File: config.mk
export PLATFORM = sky130hd
export DESIGN_NAME = one_button_dimmer
export DESIGN_NICKNAME = d
export VERILOG_FILES = /design/src/sv/obd_pkg.sv /design/src/sv/one_button_dimmer.sv
export VERILOG_INCLUDE_DIRS = /design/src /design/src/sv
export SDC_FILE = /design/constraint.sdc
export NUM_CORES = 1
export LEC_CHECK = 0
export BUFFER_PORTS_ARGS = -buffer_cell sky130_fd_sc_hd__buf_4
export CELL_PAD_IN_SITES_DETAIL_PLACEMENT = 0
export CELL_PAD_IN_SITES_GLOBAL_PLACEMENT = 1
export CORE_MARGIN = 1
export CORE_UTILIZATION = 48
export CTS_CLUSTER_SIZE = 24
export DETAILED_ROUTE_END_ITERATION = 7
export HOLD_SLACK_MARGIN = 0.08
export PLACE_DENSITY_LB_ADDON = 0.15
export REMOVE_ABC_BUFFERS = 1
export SLEW_MARGIN = 10
export SYNTH_ARGS = -nofsm -noshare
export SYNTH_HDL_FRONTEND = slang
export SYNTH_SLANG_ARGS = --single-unit
File: constraint.sdc
create_clock -name i_clk -period 5.6 [get_ports i_clk]
set_input_delay 0.56 -clock i_clk [delete_from_list [all_inputs] [get_ports i_clk]]
set_output_delay 0.56 -clock i_clk [all_outputs]
set_load 0.005 [all_outputs]
File: src/sv/one_button_dimmer_assert.svh
// Assertion macros shared by the dimmer RTL.
`ifndef ONE_BUTTON_DIMMER_ASSERT_SVH
`define ONE_BUTTON_DIMMER_ASSERT_SVH

// Consequent must hold in the same cycle as the antecedent.
`define OBD_ASSERT_SAME(label, clk, rst_n, ante, cons, msg) \
    label: assert property (@(posedge clk) disable iff (!rst_n) (ante) |-> (cons)) \
        else $error(msg);

// Consequent must hold in the cycle after the antecedent.
`define OBD_ASSERT_NEXT(label, clk, rst_n, ante, cons, msg) \
    label: assert property (@(posedge clk) disable iff (!rst_n) (ante) |=> (cons)) \
        else $error(msg);

`endif

File: src/sv/obd_pkg.sv
package obd_pkg;

    localparam int TICK_W  = 16;
    localparam int LEVEL_W = 7;
    localparam int CFG_W   = 16;
    localparam int CFG_IDX_W = 3;

    localparam logic [1:0] MODE_TICK   = 2'd0;
    localparam logic [1:0] MODE_SWITCH = 2'd1;
    localparam logic [1:0] MODE_WRITE  = 2'd2;

    localparam logic [CFG_IDX_W-1:0] REG_LONG_PRESS   = 3'd0;
    localparam logic [CFG_IDX_W-1:0] REG_DOUBLE_PRESS = 3'd1;
    localparam logic [CFG_IDX_W-1:0] REG_RAMP_PERIOD  = 3'd2;
    localparam logic [CFG_IDX_W-1:0] REG_RAMP_STEP    = 3'd3;
    localparam logic [CFG_IDX_W-1:0] REG_LEVEL_MAX    = 3'd4;

    localparam logic [TICK_W-1:0]  RST_LONG_PRESS   = 16'd2000;
    localparam logic [TICK_W-1:0]  RST_DOUBLE_PRESS = 16'd1000;
    localparam logic [TICK_W-1:0]  RST_RAMP_PERIOD  = 16'd150;
    localparam logic [LEVEL_W-1:0] RST_RAMP_STEP    = 7'd3;
    localparam logic [LEVEL_W-1:0] RST_LEVEL_MAX    = 7'd100;

    typedef struct packed {
        logic [1:0]         mode;
        logic               switch_level;
        logic [LEVEL_W-1:0] level_in;
    } t_in_item;

    typedef struct packed {
        logic               pressed;
        logic               double_pressed;
        logic               long_pressed;
        logic               level_changed;
        logic [LEVEL_W-1:0] level;
        logic               held;
    } t_out_item;

endpackage

File: src/sv/one_button_dimmer.sv
// One-button dimmer: classifies a push button and ramps a dim level.
//
// Input channel (i_in_valid / o_in_stall, payload i_in): each transfer is a
// one-millisecond tick, a switch contact level, or a direct level write.
// Output channel (o_out_valid / i_out_stall, payload o_out): exactly one
// result per input transfer, in order, with the press / double press /
// long press / level-changed flags, the level and the held state.
// Configuration: i_cfg_we writes i_cfg_data into register i_cfg_index
// (0 long press, 1 double-press window, 2 ramp period, 3 ramp step,
// 4 level max); other indexes are dropped. Write only while idle.
//
// Throughput: one item per clock unless o_in_stall is high; all state is
// updated in the accepting cycle by one add-and-compare per timer and one
// 8-bit add for the ramp. A skid register behind the output register lets
// the block take an item while a result still waits; o_in_stall rises only
// when both are full. Reset (i_rst_n low, synchronous) loads default
// timings, releases the button, zeroes the level and timers, and empties
// the output side.
module one_button_dimmer #(
    parameter int TIMER_WIDTH = 16
) (
    input  logic                        i_clk,
    input  logic                        i_rst_n,
    input  logic                        i_in_valid,
    output logic                        o_in_stall,
    input  obd_pkg::t_in_item           i_in,
    output logic                        o_out_valid,
    input  logic                        i_out_stall,
    output obd_pkg::t_out_item          o_out,
    input  logic                        i_cfg_we,
    input  logic [obd_pkg::CFG_IDX_W-1:0] i_cfg_index,
    input  logic [obd_pkg::CFG_W-1:0]   i_cfg_data
);
    import obd_pkg::*;

    `include "one_button_dimmer_assert.svh"

    // compare width covers both the counters and the 16-bit registers
    localparam int CW = (TIMER_WIDTH > TICK_W) ? TIMER_WIDTH : TICK_W;
    localparam logic [TIMER_WIDTH-1:0] TIMER_TOP = '1;

    // configuration
    logic [TICK_W-1:0]  r_long_ticks, r_double_ticks, r_period_ticks;
    logic [LEVEL_W-1:0] r_step, r_level_max;

    // button and ramp state
    logic                   r_held, n_held;
    logic [LEVEL_W-1:0]     r_level, n_level;
    logic                   r_ramp_up, n_ramp_up;
    logic [TIMER_WIDTH-1:0] r_ramp_count, n_ramp_count;
    logic [TIMER_WIDTH-1:0] r_long_count, n_long_count;
    logic                   r_long_armed, n_long_armed;
    logic [TIMER_WIDTH-1:0] r_win_count, n_win_count;
    logic                   r_win_open, n_win_open;

    // output register and skid stage
    logic      r_out_valid, r_skid_valid;
    t_out_item r_out, r_skid;
    t_out_item w_result;

    logic w_accept, w_taken;

    assign o_in_stall  = r_skid_valid;
    assign o_out_valid = r_out_valid;
    assign o_out       = r_out;
    assign w_accept    = i_in_valid && !o_in_stall;
    assign w_taken     = r_out_valid && !i_out_stall;

    // saturating increments
    logic [TIMER_WIDTH-1:0] w_ramp_inc, w_long_inc, w_win_inc;
    assign w_ramp_inc = (r_ramp_count < TIMER_TOP) ? r_ramp_count + 1'b1 : r_ramp_count;
    assign w_long_inc = (r_long_count < TIMER_TOP) ? r_long_count + 1'b1 : r_long_count;
    assign w_win_inc  = (r_win_count  < TIMER_TOP) ? r_win_count  + 1'b1 : r_win_count;

    logic w_ramp_fire, w_long_fire, w_win_fire;
    assign w_ramp_fire = CW'(w_ramp_inc) >= CW'(r_period_ticks);
    assign w_long_fire = CW'(w_long_inc) >= CW'(r_long_ticks);
    assign w_win_fire  = CW'(w_win_inc)  >= CW'(r_double_ticks);

    // one triangle-wave ramp step
    logic [LEVEL_W:0]   w_level_sum;
    logic [LEVEL_W-1:0] w_step_level;
    logic               w_step_up;
    assign w_level_sum = {1'b0, r_level} + {1'b0, r_step};

    always_comb begin
        if (r_ramp_up) begin
            if (w_level_sum >= {1'b0, r_level_max}) begin
                w_step_level = r_level_max;
                w_step_up    = 1'b0;
            end else begin
                w_step_level = w_level_sum[LEVEL_W-1:0];
                w_step_up    = 1'b1;
            end
        end else begin
            if (r_level <= r_step) begin
                w_step_level = '0;
                w_step_up    = 1'b1;
            end else begin
                w_step_level = r_level - r_step;
                w_step_up    = 1'b0;
            end
        end
    end

    // next state and result for the item on the input port
    always_comb begin
        n_held       = r_held;
        n_level      = r_level;
        n_ramp_up    = r_ramp_up;
        n_ramp_count = r_ramp_count;
        n_long_count = r_long_count;
        n_long_armed = r_long_armed;
        n_win_count  = r_win_count;
        n_win_open   = r_win_open;
        w_result     = '0;

        unique case (i_in.mode)
            MODE_TICK: begin
                if (r_held) begin
                    n_ramp_count = w_ramp_inc;
                    if (w_ramp_fire) begin
                        n_ramp_count           = '0;
                        n_level                = w_step_level;
                        n_ramp_up              = w_step_up;
                        w_result.level_changed = 1'b1;
                    end
                end
                if (r_long_armed) begin
                    n_long_count = w_long_inc;
                    if (w_long_fire) begin
                        n_long_armed          = 1'b0;
                        w_result.long_pressed = 1'b1;
                    end
                end
                if (r_win_open) begin
                    n_win_count = w_win_inc;
                    if (w_win_fire) begin
                        n_win_open = 1'b0;
                    end
                end
            end
            MODE_SWITCH: begin
                if (i_in.switch_level != r_held) begin
                    n_held = i_in.switch_level;
                    if (i_in.switch_level) begin
                        n_ramp_count = '0;
                        n_long_count = '0;
                        n_long_armed = 1'b1;
                        if (r_win_open) begin
                            n_win_open              = 1'b0;
                            w_result.double_pressed = 1'b1;
                        end else begin
                            n_win_open       = 1'b1;
                            n_win_count      = '0;
                            w_result.pressed = 1'b1;
                        end
                    end else begin
                        n_long_armed = 1'b0;
                    end
                end
            end
            MODE_WRITE: begin
                n_level = (i_in.level_in > r_level_max) ? r_level_max : i_in.level_in;
                w_result.level_changed = 1'b1;
            end
            default: begin
                // unused mode: report state, change nothing
            end
        endcase

        w_result.level = n_level;
        w_result.held  = n_held;
    end

    // configuration registers
    always_ff @(posedge i_clk) begin
        if (!i_rst_n) begin
            r_long_ticks   <= RST_LONG_PRESS;
            r_double_ticks <= RST_DOUBLE_PRESS;
            r_period_ticks <= RST_RAMP_PERIOD;
            r_step         <= RST_RAMP_STEP;
            r_level_max    <= RST_LEVEL_MAX;
        end else if (i_cfg_we) begin
            unique case (i_cfg_index)
                REG_LONG_PRESS:   r_long_ticks   <= i_cfg_data;
                REG_DOUBLE_PRESS: r_double_ticks <= i_cfg_data;
                REG_RAMP_PERIOD:  r_period_ticks <= i_cfg_data;
                REG_RAMP_STEP:    r_step         <= i_cfg_data[LEVEL_W-1:0];
                REG_LEVEL_MAX:    r_level_max    <= i_cfg_data[LEVEL_W-1:0];
                default: ;
            endcase
        end
    end

    // advance the button state on every input transfer
    always_ff @(posedge i_clk) begin
        if (!i_rst_n) begin
            r_held       <= 1'b0;
            r_level      <= '0;
            r_ramp_up    <= 1'b1;
            r_ramp_count <= '0;
            r_long_count <= '0;
            r_long_armed <= 1'b0;
            r_win_count  <= '0;
            r_win_open   <= 1'b0;
        end else if (w_accept) begin
            r_held       <= n_held;
            r_level      <= n_level;
            r_ramp_up    <= n_ramp_up;
            r_ramp_count <= n_ramp_count;
            r_long_count <= n_long_count;
            r_long_armed <= n_long_armed;
            r_win_count  <= n_win_count;
            r_win_open   <= n_win_open;
        end
    end

    // output register with skid: load the result straight out when the
    // output slot frees up, else park it in the skid stage
    always_ff @(posedge i_clk) begin
        if (!i_rst_n) begin
            r_out_valid  <= 1'b0;
            r_skid_valid <= 1'b0;
        end else begin
            if (r_skid_valid) begin
                if (w_taken) begin
                    r_out_valid  <= 1'b1;
                    r_skid_valid <= 1'b0;
                end
            end else if (w_accept) begin
                if (!r_out_valid || w_taken) begin
                    r_out_valid <= 1'b1;
                end else begin
                    r_skid_valid <= 1'b1;
                end
            end else if (w_taken) begin
                r_out_valid <= 1'b0;
            end
        end
    end

    always_ff @(posedge i_clk) begin
        if (r_skid_valid) begin
            if (w_taken) begin
                r_out <= r_skid;
            end
        end else if (w_accept) begin
            if (!r_out_valid || w_taken) begin
                r_out <= w_result;
            end else begin
                r_skid <= w_result;
            end
        end
    end

    `OBD_ASSERT_SAME(a_skid_behind_out, i_clk, i_rst_n, r_skid_valid, r_out_valid,
        "skid stage holds a result while the output register is empty")
    `OBD_ASSERT_NEXT(a_accept_gives_out, i_clk, i_rst_n, w_accept, r_out_valid,
        "accepted item produced no result")
    `OBD_ASSERT_NEXT(a_full_stalls, i_clk, i_rst_n,
        w_accept && r_out_valid && i_out_stall, o_in_stall,
        "output side full but input not stalled")
    `OBD_ASSERT_SAME(a_armed_needs_held, i_clk, i_rst_n, r_long_armed, r_held,
        "long-press timer armed while button released")

endmodule
==> Word level (Yosys, flattened, before mapping) <==
Index checks and enable logic that the tools add are counted.
{ "totals": {"inputBits": 34, "latch_bits": 0, "output_inout_bits": 14, "ram_bits": 0, "wordCells": 145, "mem_bits_ro": 0, "reg_bits": 147, "mem_count": 0} }
{ "op_classes": {"multipliers": 0, "n_shift": 0, "muxes": 61, "n_eq_ne": 15, "n_bitwise": 2, "magnitude_cmp": 9, "n_div": 0, "n_addsub": 5, "reduce_logical": 26} }
{ "op_table": {"columns": ["operator", "n"], "rows": [
  ["16-bit 2-to-1 mux", 12],
  ["16-bit one-hot mux with 2 select lines", 3],
  ["16-bit by 1-bit adder with 16-bit output, second input constant", 3],
  ["16-bit >= comparator", 3],
  ["16-bit < comparator, second input constant", 3],
  ["12-bit 2-to-1 mux", 4],
  ["7-bit 2-to-1 mux", 6],
  ["1-bit 2-to-1 mux", 29],
  ["7-bit one-hot mux with 2 select lines", 1],
  ["2-bit inequality test, second input constant", 6],
  ["3-bit AND reduction", 4],
  ["2-bit AND reduction", 5],
  ["5-bit AND reduction", 2],
  ["7-bit by 7-bit adder with 8-bit output", 1],
  ["8-bit by 7-bit >= comparator with 1-bit output", 1],
  ["4-bit AND reduction", 2],
  ["2-bit nonzero test", 4],
  ["7-bit > comparator", 1],
  ["7-bit less-or-equal comparator", 1],
  ["7-bit subtractor", 1],
  ["3-bit by 2-bit == test with 1-bit output, second input constant", 2],
  ["2-bit 2-to-1 mux", 3],
  ["1-bit one-hot mux with 2 select lines", 3],
  ["6-bit AND reduction", 1],
  ["other kinds (13)", 17]
]} }

==> Logic depth before layout (Yosys ltp) <==
Gate-level depths: netlist of the first run.
{ "logic_depth": {"depth_word": 10, "mapped_depth": 17, "depth_no_buf": 16} }

==> Worst setup path after synthesis of the first run <==
No wires, ideal clock.
{ "synth_path": {"path_type": "register to register", "start": "register r_ramp_count[0]", "end": "register r_skid[3] in the netlist's numbering, data pin", "setup_ns": 0.262, "arrival_ns": 3.608, "required_time_ns": 5.338, "synth_period_minus_slack_ns": 3.870, "n_path_buf": 1, "stages_incl_launch_ff": 16, "slack_ns": 1.730, "cell_sequence": "dfxtp_1 -> ha_1 -> and2_1 -> nand4_1 -> or3_1 -> clkbuf_1 -> and3_1 -> xor2_1 -> ha_1 -> a21oi_1 -> a2111oi_0 -> inv_1 -> o21ai_0 -> a31oi_1 -> a22o_1 -> or2_2"} }
{ "synth_via": {"elab_chain_cells": 6, "word_cells_on_any_way": 7, "classes_between": "add/sub: 1; order compare: 2; mux: 4"} }
{ "synth_rtl": {"columns": ["element", "line", "source"], "rows": [
  ["start, declared", "one_button_dimmer.sv:50", "logic [TIMER_WIDTH-1:0] r_ramp_count, n_ramp_count;"],
  ["start signal, assigned", "one_button_dimmer.sv:211", "r_ramp_count <= n_ramp_count;"],
  ["16-bit by 1-bit adder with 16-bit output / 16-bit < comparator (equally long branches)", "one_button_dimmer.sv:71", "assign w_ramp_inc = (r_ramp_count < TIMER_TOP) ? r_ramp_count + 1'b1 : r_ramp_count;"],
  ["16-bit 2-to-1 mux (*)", "one_button_dimmer.sv:71", null],
  ["16-bit >= comparator (*)", "one_button_dimmer.sv:76", "assign w_ramp_fire = CW'(w_ramp_inc) >= CW'(r_period_ticks);"],
  ["7-bit 2-to-1 mux (*)", "one_button_dimmer.sv:122", "if (w_ramp_fire) begin"],
  ["7-bit 2-to-1 mux (*)", "one_button_dimmer.sv:120", "if (r_held) begin"],
  ["7-bit one-hot mux with 2 select lines (*)", "one_button_dimmer.sv:118", "unique case (i_in.mode)"],
  ["via n_level[2]", "one_button_dimmer.sv:48", "logic [LEVEL_W-1:0] r_level, n_level;"],
  ["end signal, assigned", "one_button_dimmer.sv:252", "r_skid <= w_result;"],
  ["end, declared", "one_button_dimmer.sv:58", "t_out_item r_out, r_skid;"]
]} }
The timed path passes the listed nets; every way through them passes the cells marked *.
A chain may end at the register's enable or synchronous reset.

==> Worst setup path after layout of the first run <==
{ "layout_path": {"start": "register r_ramp_count[0]", "end": "register r_out (netlist bit o_out[3]), data pin"} }
{ "layout_via": {"elab_chain_cells": 9, "word_cells_on_any_way": 10, "classes_between": "add/sub: 1; order compare: 2; mux: 7"} }
{ "layout_rtl": {"columns": ["element", "line", "source"], "rows": [
  ["16-bit by 1-bit adder with 16-bit output / 16-bit < comparator (equally long branches)", "one_button_dimmer.sv:71", null],
  ["16-bit 2-to-1 mux (*)", "one_button_dimmer.sv:71", null],
  ["16-bit >= comparator (*)", "one_button_dimmer.sv:76", null],
  ["7-bit 2-to-1 mux (*)", "one_button_dimmer.sv:122", null],
  ["7-bit 2-to-1 mux (*)", "one_button_dimmer.sv:120", null],
  ["7-bit one-hot mux with 2 select lines (*)", "one_button_dimmer.sv:118", null],
  ["12-bit 2-to-1 mux (*)", "one_button_dimmer.sv:249", "if (!r_out_valid || w_taken) begin"],
  ["12-bit 2-to-1 mux (*)", "one_button_dimmer.sv:248", "end else if (w_accept) begin"],
  ["12-bit 2-to-1 mux (*)", "one_button_dimmer.sv:244", "if (r_skid_valid) begin"],
  ["end signal, assigned", "one_button_dimmer.sv:246", "r_out <= r_skid;"],
  ["end signal, assigned", "one_button_dimmer.sv:250", "r_out <= w_result;"],
  ["end, declared", "one_button_dimmer.sv:58", null]
]} }
Mark *: on every way between the ends. The rest lies on a longest branch, timed or not. The select of a mux whose other input is x is not followed.

==> flow_metrics.tcl, run 1 <==
set metrics [dict create \
    status "complete, no violations" \
    period_minus_slack_ns 4.45 \
    placed_area_sq_um 9830 \
    setup.worst_path.end "o_out[3]" \
    wl_per_cell_um 16.6 \
    tightest_slew_ns 1.07 \
    routed_via_density 5.57 \
    dp_hpwl_um 17100 \
    ctsResizeCount 0 \
    cts_tree "built" \
    yosysWarnings 0 \
    clk_transition_reported_paths_ns 0.07 \
    yosysMostFrequentCell "nand2_1" \
    track_usage 0.240 \
    hold_ws_ns 0.393 \
    first_iter_violations 590 \
    synth_ff_type "dfxtp_1" \
    crit_path_frequent_cell "ha_1" \
    ys_seq_elements 147 \
    synth_seq_area_share 0.340 \
    relSlewSlack 0.286 \
    insertion_delay_ns 0.43 \
    crit_fanout 10 \
    num-nets-final 1244 \
    cp_slowest_cell "or3_1" \
    crit_path_start "r_ramp_count[0]" \
    num_rows 50 \
    drc 0 \
    core_area_sq_um 18900 \
    crit_chain "ha_1, and2_1, nand4_1, or3_1, and3_1, xor2_1, ha_1, o211ai_1, a2111oi_0, inv_1, o21ai_0, nand3_1, a211oi_1, o31a_1" \
    r2r-end "o_out[3]" \
    cts_made_buffers 17 \
    min_path_type "primary input to flop" \
    highest_layer "met4" \
    grt_overflow 0 \
    ir_drop_v 0.000221 \
    final_antenna_net_count 0 \
    synth_edf_count 24 \
    powerDensity_nw_per_um2 257 \
    cts_max_level 4 \
    r2r_cells 14 \
    cts_hold_buf 0 \
    numPlacedInstances 1370 \
    grt_pass1_vias 7349 \
    yosysUniqueCellTypes 84 \
    grt_pass1_wl_um 37800 \
    dr_wl_met2_um 10500 \
    synthCells 1105 \
    synth_top_area_frac 0.263 \
    setup_viol_count_final 0 \
    finalNonFillerCells 1402 \
    initial_core_util 0.496 \
    wl_met1_um 11600 \
    tns_ns 0 \
    cts.path.max_buffers 2 \
    first_pass_iters 5 \
    synthToLayoutAreaGrowth_pct 11.6 \
    drive_gt1_frac 0.110 \
    fmax_mhz 225 \
    period_share 0.794 \
    netlist_area_sq_um 9370 \
    syn_area_per_cell_sq_um 8.48 \
    rsz0062_at_grt "false" \
    synthTopCellsByArea "dfxtp_1 26%, ha_1 11%, edfxtp_1 7.7%" \
    whs_path_depth 3 \
    slew_viol_final 0 \
    cts.sink_count 147 \
    die_w_um 142 \
    max_stage_delay_ns 0.59 \
    wl_met3_um 722 \
    die_h_um 142 \
    synth_area_leader_cell "dfxtp_1" \
    synth_common_cells "174 x nand2_1, 123 x dfxtp_1, 79 x ha_1, 79 x inv_1, 56 x a21boi_0" \
    worstPathArrival_ns 4.75 \
    r2r_start "r_ramp_count[0]" \
    final-hold-violation-count 0 \
    skew_ns 0.0107 \
    cp-end-kind "flop" \
    p_leak_nw 4.20 \
    diodes 0 \
    antenna_found_initial 0 \
    final_area_sq_um 10500 \
    routed_wirelength_um 23300 \
    clock_tree.root_cell "clkbuf_16" \
    drv_cap 0 \
    gp_congestion 0.843 \
    rrSetupSlack_ns 1.15 \
    vias 7805 \
    grt_max_degree 75 \
    cts_setup_buffers 0 \
    numPortBuffers 47 \
    synthArstFlopShare 0 \
    cp-start-kind "flop" \
    required_ns 5.90 \
    io_pins 48 \
    path_class "flop to flop" \
    dieArea_sq_um 20100 \
]
## sequential cells by signal, indices dropped and copies added, names as in the netlist, 7 cells and up
name / cells
r_level: 7
r_step: 7
r_skid: 12
r_period_ticks: 16
r_win_count: 16
r_double_ticks: 16
o_out: 12
r_level_max: 7
r_long_ticks: 16
r_long_count: 16
r_ramp_count: 16
## per-layer routing
metal  global-route usage  up-vias
li1                     -     3995
met1                0.334     3643
met2                0.389      137
met3               0.0304       30
met4               0.0696        0
met5                    0        -
## per-stage QoR
stage          setup slack [ns]  power, mW  utilization
3_3_place_gp               1.23       1.47        0.520
3_5_place_dp               1.16       1.47        0.520
2_1_floorplan              1.70       1.34            -
6_report                   1.15       2.69        0.554
5_1_grt                   0.845       2.79        0.554
4_1_cts                    1.15       2.71        0.554
## logic make-up (layout without fill, tap and decap cells)
| family | count (synthesis) | in the layout | synth area share |
|---|---|---|---|
| simple gates | 391 | 391 | 0.204 |
| compound gates | 295 | 295 | 0.221 |
| flops | 147 | 147 | 0.340 |
| buf+inv | 131 | 168 | 0.0629 |
| fa+ha+maj | 81 | 81 | 0.110 |
| xor+xnor | 39 | 39 | 0.0364 |
| mux | 21 | 21 | 0.0256 |
## how the worst min path moves through the flow
| stage | from | end | slack [ns] |
|---|---|---|---|
| global placement | r_double_ticks[13] | r_double_ticks[13] | 0.45 |
| floorplan | r_double_ticks[10] | r_double_ticks[10] | 0.44 |
| finish | i_in_valid | o_in_stall | 0.39 |
| detailed placement | r_long_ticks[12] | r_long_ticks[12] | 0.46 |
| global route | i_cfg_data[7] | r_long_ticks[7] | 0.41 |
| CTS | i_in_valid | o_in_stall | 0.38 |
## power by group
part / switching, mW / internal, mW
clock: 0.490 / 0.750
sequential: 0.0224 / 1.11
combinational: 0.183 / 0.134
total: 0.695 / 1.99
## placed cells by master, fill, tap and decap left out, types with 4 or more instances in the layout
master,n
nand2_1,174
a21o_1,14
and4_1,4
a22oi_1,27
a21boi_0,56
nor2_1,46
mux2_2,16
dfxtp_1,123
o211ai_1,24
o21a_1,4
buf_4,55
a211oi_1,12
nor3b_1,6
o31ai_1,4
nand3_1,30
a32oi_1,5
clkinv_4,4
ha_1,79
nand3b_1,9
xnor2_1,19
xor2_1,20
clkinvlp_4,4
or3_1,10
and2_1,6
nand2b_1,7
bufinv_16,4
inv_1,79
nand4_1,15
nor3_1,14
o21ai_0,47
clkbuf_16,17
o31a_1,4
a31oi_1,13
and3_1,14
edfxtp_1,24
o21ai_1,6
a21oi_1,40
nor2b_1,34
## worst max-delay path: cells and delay by family, from the launching register on
kind	cells	cell delay, ns
AOI/OAI and AO/OA	5	1.49
xor gates and xnor gates	1	0.15
adders and majority gates	2	0.55
buffers and inverters	1	0.18
DFF	1	0.41
and+or+nand+nor	5	1.54
## final cells by class
| type | count | area [sq um] |
|---|---|---|
| Clock buffer | 17 | 425 |
| Fill cell | 1816 | 8430 |
| Tap cell | 260 | 325 |
| Sequential cell | 147 | 3180 |
| Multi-Input combinational cell | 827 | 5610 |
| Timing Repair Buffer | 55 | 413 |
| Clock inverter | 15 | 208 |
| Inverter | 81 | 304 |
Note: power is estimated with default switching activity, not from simulation.
==> run 2: changes to the inputs <==
clock period = 4.2 ns   (was 5.6 ns; I/O delays follow)
==> run 2 against run 1 <==
Against the previous run: combinational power increased by 38%; sequential power increased by 33%; cell area increased by 1.5%; clock skew increased by 0.0020 ns; first-iteration DRC count decreased by 17%; sequential share of layout area decreased by 0.44 points; fmax increased by 11%; register-to-register slack got worse by 0.95 ns; highest routed layer unchanged.
==> flow_metrics.tcl, run 2 (synthesis gave the netlist of run 1 again) <==
set metrics [dict create \
    synthToLayoutAreaGrowth_pct 13.3 \
    tns_ns 0 \
    max_stage_delay_ns 0.45 \
    dp_hpwl_um 17000 \
    numPortBuffers 47 \
    cts.path.max_buffers 2 \
    routed_via_density 5.57 \
    diodes 0 \
    r2r-end "r_skid[3]" \
    grt_overflow 0 \
    num_rows 50 \
    insertion_delay_ns 0.43 \
    final_antenna_net_count 0 \
    power.internal_mw 2.53 \
    r2r_cells 14 \
    swShare 0.270 \
    wl_per_cell_um 16.6 \
    powerDensity_nw_per_um2 326 \
    rsz0062_at_grt "true" \
    placed_area_sq_um 9960 \
    fin_util 0.562 \
    final_common_cell "nand2_1" \
    whs_path_depth 3 \
    skew_ns 0.0127 \
    worstPathArrival_ns 4.18 \
    initial_core_util 0.496 \
    tightest_slew_ns 1.03 \
    drive_gt1_frac 0.133 \
    combPwrFrac 0.125 \
    cts_made_buffers 17 \
    period_minus_slack_ns 3.99 \
    die_w_um 142 \
    p_switching_uw 934 \
    drc 0 \
    first_iter_violations 489 \
    period_share 0.951 \
    p_leak_nw 4.31 \
    total_power_mw 3.46 \
    slew_viol_final 0 \
    holdPathEnd "o_in_stall" \
    r2r_start "r_ramp_count[1]" \
    cts_tree "built" \
    routed_wirelength_um 23500 \
    fmax_mhz 250 \
    final_area_sq_um 10600 \
    relSlewSlack 0.311 \
    track_usage 0.245 \
    final_cell_mix "174 x nand2_1, 123 x dfxtp_1, 79 x inv_1, 79 x ha_1, 73 x buf_4" \
    min_path_type "primary input to flop" \
    io_pins 48 \
    cp-end-kind "flop" \
    final-hold-violation-count 0 \
    clock_tree.root_cell "clkbuf_16" \
    fill_cells 1796 \
    cts_max_level 4 \
    rrSetupSlack_ns 0.21 \
    status "complete, no violations" \
    num-nets-final 1262 \
    die_h_um 142 \
    ir_drop_v 0.000283 \
    required_ns 4.38 \
    crit_fanout 5 \
    clk_transition_reported_paths_ns 0.07 \
    cp-start-kind "flop" \
    gp_congestion 0.885 \
    clkPwrFrac 0.440 \
    drv_cap 0 \
    hold_start "i_in_valid" \
    grt_pass1_vias 7421 \
    cp_slowest_cell "or3_4" \
    crit_path_frequent_cell "ha_1" \
    core_area_sq_um 18900 \
    path_class "flop to flop" \
    setup_viol_count_final 0 \
    antenna_found_initial 0 \
    vias 7908 \
    cts.sink_count 147 \
    first_pass_iters 5 \
    dieArea_sq_um 20100 \
    grt_pass1_wl_um 38500 \
    crit_path_start "r_ramp_count[1]" \
    crit_chain "ha_1, and2_1, nand4_1, or3_4, and3_1, xor2_1, ha_1, a21oi_1, a2111oi_2, inv_1, o21ai_1, a31oi_2, a22o_1, or2_2" \
    critPathBufInv 1 \
    path_delay_family "simple AND/OR/NAND/NOR gates" \
    power.share.sequential 0.435 \
    grt_max_degree 99 \
]
==> run 2: metrics by stage <==
step	setup slack (ns)	hold WS (ns)	cells
detailed placement	-0.0274	0.460	1387
floorplan	0.305	0.443	1055
global route	-0.00819	0.255	1420
CTS	0.0856	0.253	1419
finish	0.207	0.259	1420
global placement	-0.0109	0.452	1387
==> run 2: cell type report <==
class	instances	area [sq um]	area share
multi-input cells	827	5660	0.533
flip-flops and latches	147	3180	0.300
repair buffers	73	548	0.0516
clock buffers	20	500	0.0471
well taps	260	325	0.0306
inverters	81	304	0.0286
clock inverters	12	92.6	0.00872
==> run 2: worst max path at each step <==
stage                           end  cells past startpoint
finish                    r_skid[3]                     14
global route              r_skid[3]                     14
CTS                       r_skid[3]                     14
detailed placement        r_skid[3]                     15
global placement          r_skid[3]                     15
floorplan           r_ramp_count[1]                     15
==> run 2: metal layers <==
layer	GRT usage	up-vias	routed length, um
met2	0.390	136	10600
met3	0.0381	25	737
li1	-	4029	-
met1	0.342	3718	11800
met4	0.0685	0	331
met5	0	-	0
==> run 2: power by group through the flow <==
stage                     Sequential (mW)  Clock, mW  Combinational [mW]
after floorplan                      1.53          0               0.253
after global placement               1.54          0               0.426
after detailed placement             1.54          0               0.428
after CTS                            1.50       1.54               0.430
after global routing                 1.51       1.60               0.481
final                                1.50       1.52               0.435
==> run 2: repair_timing <==
item / 4_1_cts / 5_1_grt
endpoints found under the setup margin: 3 / 34
gates resized for setup: 1 / 13
setup buffers: 0 / 1
hold buffers: 0 / 0
gates cloned: 0 / 0
==> run 2: worst reg2reg max path: stages (launching register included) <==
cell and delay (ns):
dfxtp_1 0.37, ha_1 0.20, and2_1 0.16, nand4_1 0.20, or3_4 0.45, and3_1 0.18, xor2_1 0.16, ha_1 0.34
a21oi_1 0.09, a2111oi_2 0.34, inv_1 0.15, o21ai_1 0.30, a31oi_2 0.20, a22o_1 0.31, or2_2 0.28
==> run 3: changes to the inputs <==
CELL_PAD_IN_SITES_DETAIL_PLACEMENT = 1   (was 0)
==> run 3 against run 2 <==
Against the previous run: non-clock buffer count up 3; register-to-register slack worse by 0.07 ns; total power increased by 3.7%; sequential power about the same; first-iteration DRC count fell by 24%; global-route usage up 2.7 points; via count increased by 4.2%; die area unchanged; wire length up 14%; cell area is 1.0% higher; largest cell class unchanged; largest power group unchanged.
==> flow_metrics.tcl, run 3 (synthesis gave the netlist of run 1 again) <==
set metrics [dict create \
    track_usage 0.272 \
    power.internal_mw 2.66 \
    holdPathEnd "o_in_stall" \
    required_ns 4.37 \
    r2r_cells 15 \
    min_path_type "primary input to flop" \
    rrSetupSlack_ns 0.14 \
    cp-start-kind "flop" \
    cts.sink_count 147 \
    swShare 0.258 \
    diodes 0 \
    worstPathArrival_ns 4.24 \
    dieArea_sq_um 20100 \
    routed_via_density 5.79 \
    combPwrFrac 0.125 \
    antenna_found_initial 0 \
    drv_cap 0 \
    die_h_um 142 \
    ir_drop_v 0.000322 \
    multiInputGateArea_sq_um 5700 \
    crit_chain "ha_2, and2_1, nand4_1, or3_4, buf_4, xnor2_1, ha_1, nor2b_1, o21ai_0, a31oi_4, buf_12, o32a_1, a32oi_1, o21ai_1, mux2_2" \
    grt_overflow 0 \
    initial_core_util 0.496 \
    cts_max_level 4 \
    cp_slowest_cell "or3_4" \
    clock_tree.root_cell "clkbuf_16" \
    whs_path_depth 3 \
    numPortBuffers 47 \
    r2r-end "o_out[5]" \
    clk_transition_reported_paths_ns 0.06 \
    dp_hpwl_um 19000 \
    preCtsSetupSlack_ns -0.155 \
    period_share 0.968 \
    io_pins 48 \
    total_power_mw 3.59 \
    core_area_sq_um 18900 \
    final-hold-violation-count 0 \
    p_leak_nw 4.35 \
    cp-end-kind "flop" \
    path_delay_family "compound AO/OA/AOI/OAI gates" \
    grt_pass1_wl_um 43200 \
    final_common_cell "nand2_1" \
    num-nets-final 1265 \
    cts_made_buffers 17 \
    power.share.sequential 0.420 \
    powerDensity_nw_per_um2 335 \
    hold_start "i_in_valid" \
    final_antenna_net_count 0 \
    regArea_sq_um 3180 \
    first_pass_iters 5 \
    path_class "flop to flop" \
    insertion_delay_ns 0.43 \
    grt_max_degree 99 \
    slew_viol_final 0 \
    crit_fanout 8 \
    wl_per_cell_um 18.9 \
    clkPwrFrac 0.455 \
    drc 0 \
    fmax_mhz 246 \
    drive_gt1_frac 0.140 \
    grt_pass1_vias 8473 \
    skew_ns 0.0105 \
    relSlewSlack 0.317 \
    critPathBufInv 2 \
    tightest_slew_ns 1.02 \
    cts.path.max_buffers 2 \
    final_cell_mix "174 x nand2_1, 123 x dfxtp_1, 78 x inv_1, 78 x ha_1, 75 x buf_4" \
    fill_cells 2286 \
    synthToLayoutAreaGrowth_pct 14.4 \
    setup_ws_ns 0.136 \
    gp_congestion 0.885 \
    period_minus_slack_ns 4.06 \
    setup_viol_count_final 0 \
    vias 8238 \
    die_w_um 142 \
    routed_wirelength_um 26800 \
    max_stage_delay_ns 0.45 \
    p_switching_uw 927 \
    num_rows 50 \
    first_iter_violations 371 \
    status "complete, no violations" \
    r2r_start "r_ramp_count[1]" \
    cts_tree "built" \
]
==> run 3: final cells by class <==
cell class | count | share of cell area
multi-input combinational | 827 | 0.532
sequential | 147 | 0.297
timing repair buffer | 76 | 0.0544
clock buffer | 20 | 0.0446
tap | 260 | 0.0303
inverter | 81 | 0.0283
clock inverter | 12 | 0.0141
==> run 3: worst max-delay path by stage <==
| stage | cells past startpoint | endpoint | slack, ns | from |
|---|---|---|---|---|
| after detailed placement | 15 | r_skid[3] | -0.15 | r_ramp_count[1] |
| after CTS | 15 | o_out[1] | 0.009 | r_ramp_count[1] |
| after global placement | 15 | r_skid[3] | -0.01 | r_ramp_count[1] |
| final | 15 | o_out[5] | 0.14 | r_ramp_count[1] |
| after global routing | 15 | r_ramp_count[3] | -0.05 | r_ramp_count[1] |
| after floorplan | 15 | r_ramp_count[1] | 0.30 | r_ramp_count[0] |
==> run 3: what timing repair did <==
action	in CTS	in global routing
hold buffers	0	0
buffers inserted	0	4
pin swaps	0	3
resized for setup	2	20
setup endpoints to repair	11	37
==> run 3: power groups by stage <==
stage	sequential (mW)	combinational, mW	clock [mW]
4_1_cts	1.51	0.442	1.65
6_report	1.51	0.450	1.63
3_5_place_dp	1.54	0.436	0
2_1_floorplan	1.53	0.253	0
3_3_place_gp	1.54	0.426	0
5_1_grt	1.51	0.491	1.71
==> run 3: per-stage QoR <==
stage / utilization / instance area [sq um] / instances / hold slack, ns / setup TNS [ns]
floorplan: - / 9090 / 1055 / 0.443 / 0
global placement: 0.527 / 9960 / 1387 / 0.452 / -0.0109
detailed placement: 0.527 / 9960 / 1387 / 0.461 / -0.459
CTS: 0.561 / 10600 / 1419 / 0.254 / 0
global route: 0.568 / 10700 / 1423 / 0.277 / -0.202
finish: 0.568 / 10700 / 1423 / 0.262 / 0
==> run 3: layer usage <==
layer	GRT usage	share of wire	up-vias
met3	0.0314	0.030	38
met5	0	0	-
met1	0.353	0.46	4023
met4	0.0849	0.021	0
met2	0.471	0.48	159
li1	-	-	4018
==> run 3: worst register-to-register path: stages, from the launching register on <==
cell and delay (ns):
dfxtp_1 0.38, ha_2 0.21, and2_1 0.15, nand4_1 0.21, or3_4 0.45, buf_4 0.18
xnor2_1 0.13, ha_1 0.28, nor2b_1 0.04, o21ai_0 0.43, a31oi_4 0.17, buf_12 0.16
o32a_1 0.41, a32oi_1 0.22, o21ai_1 0.13, mux2_2 0.28
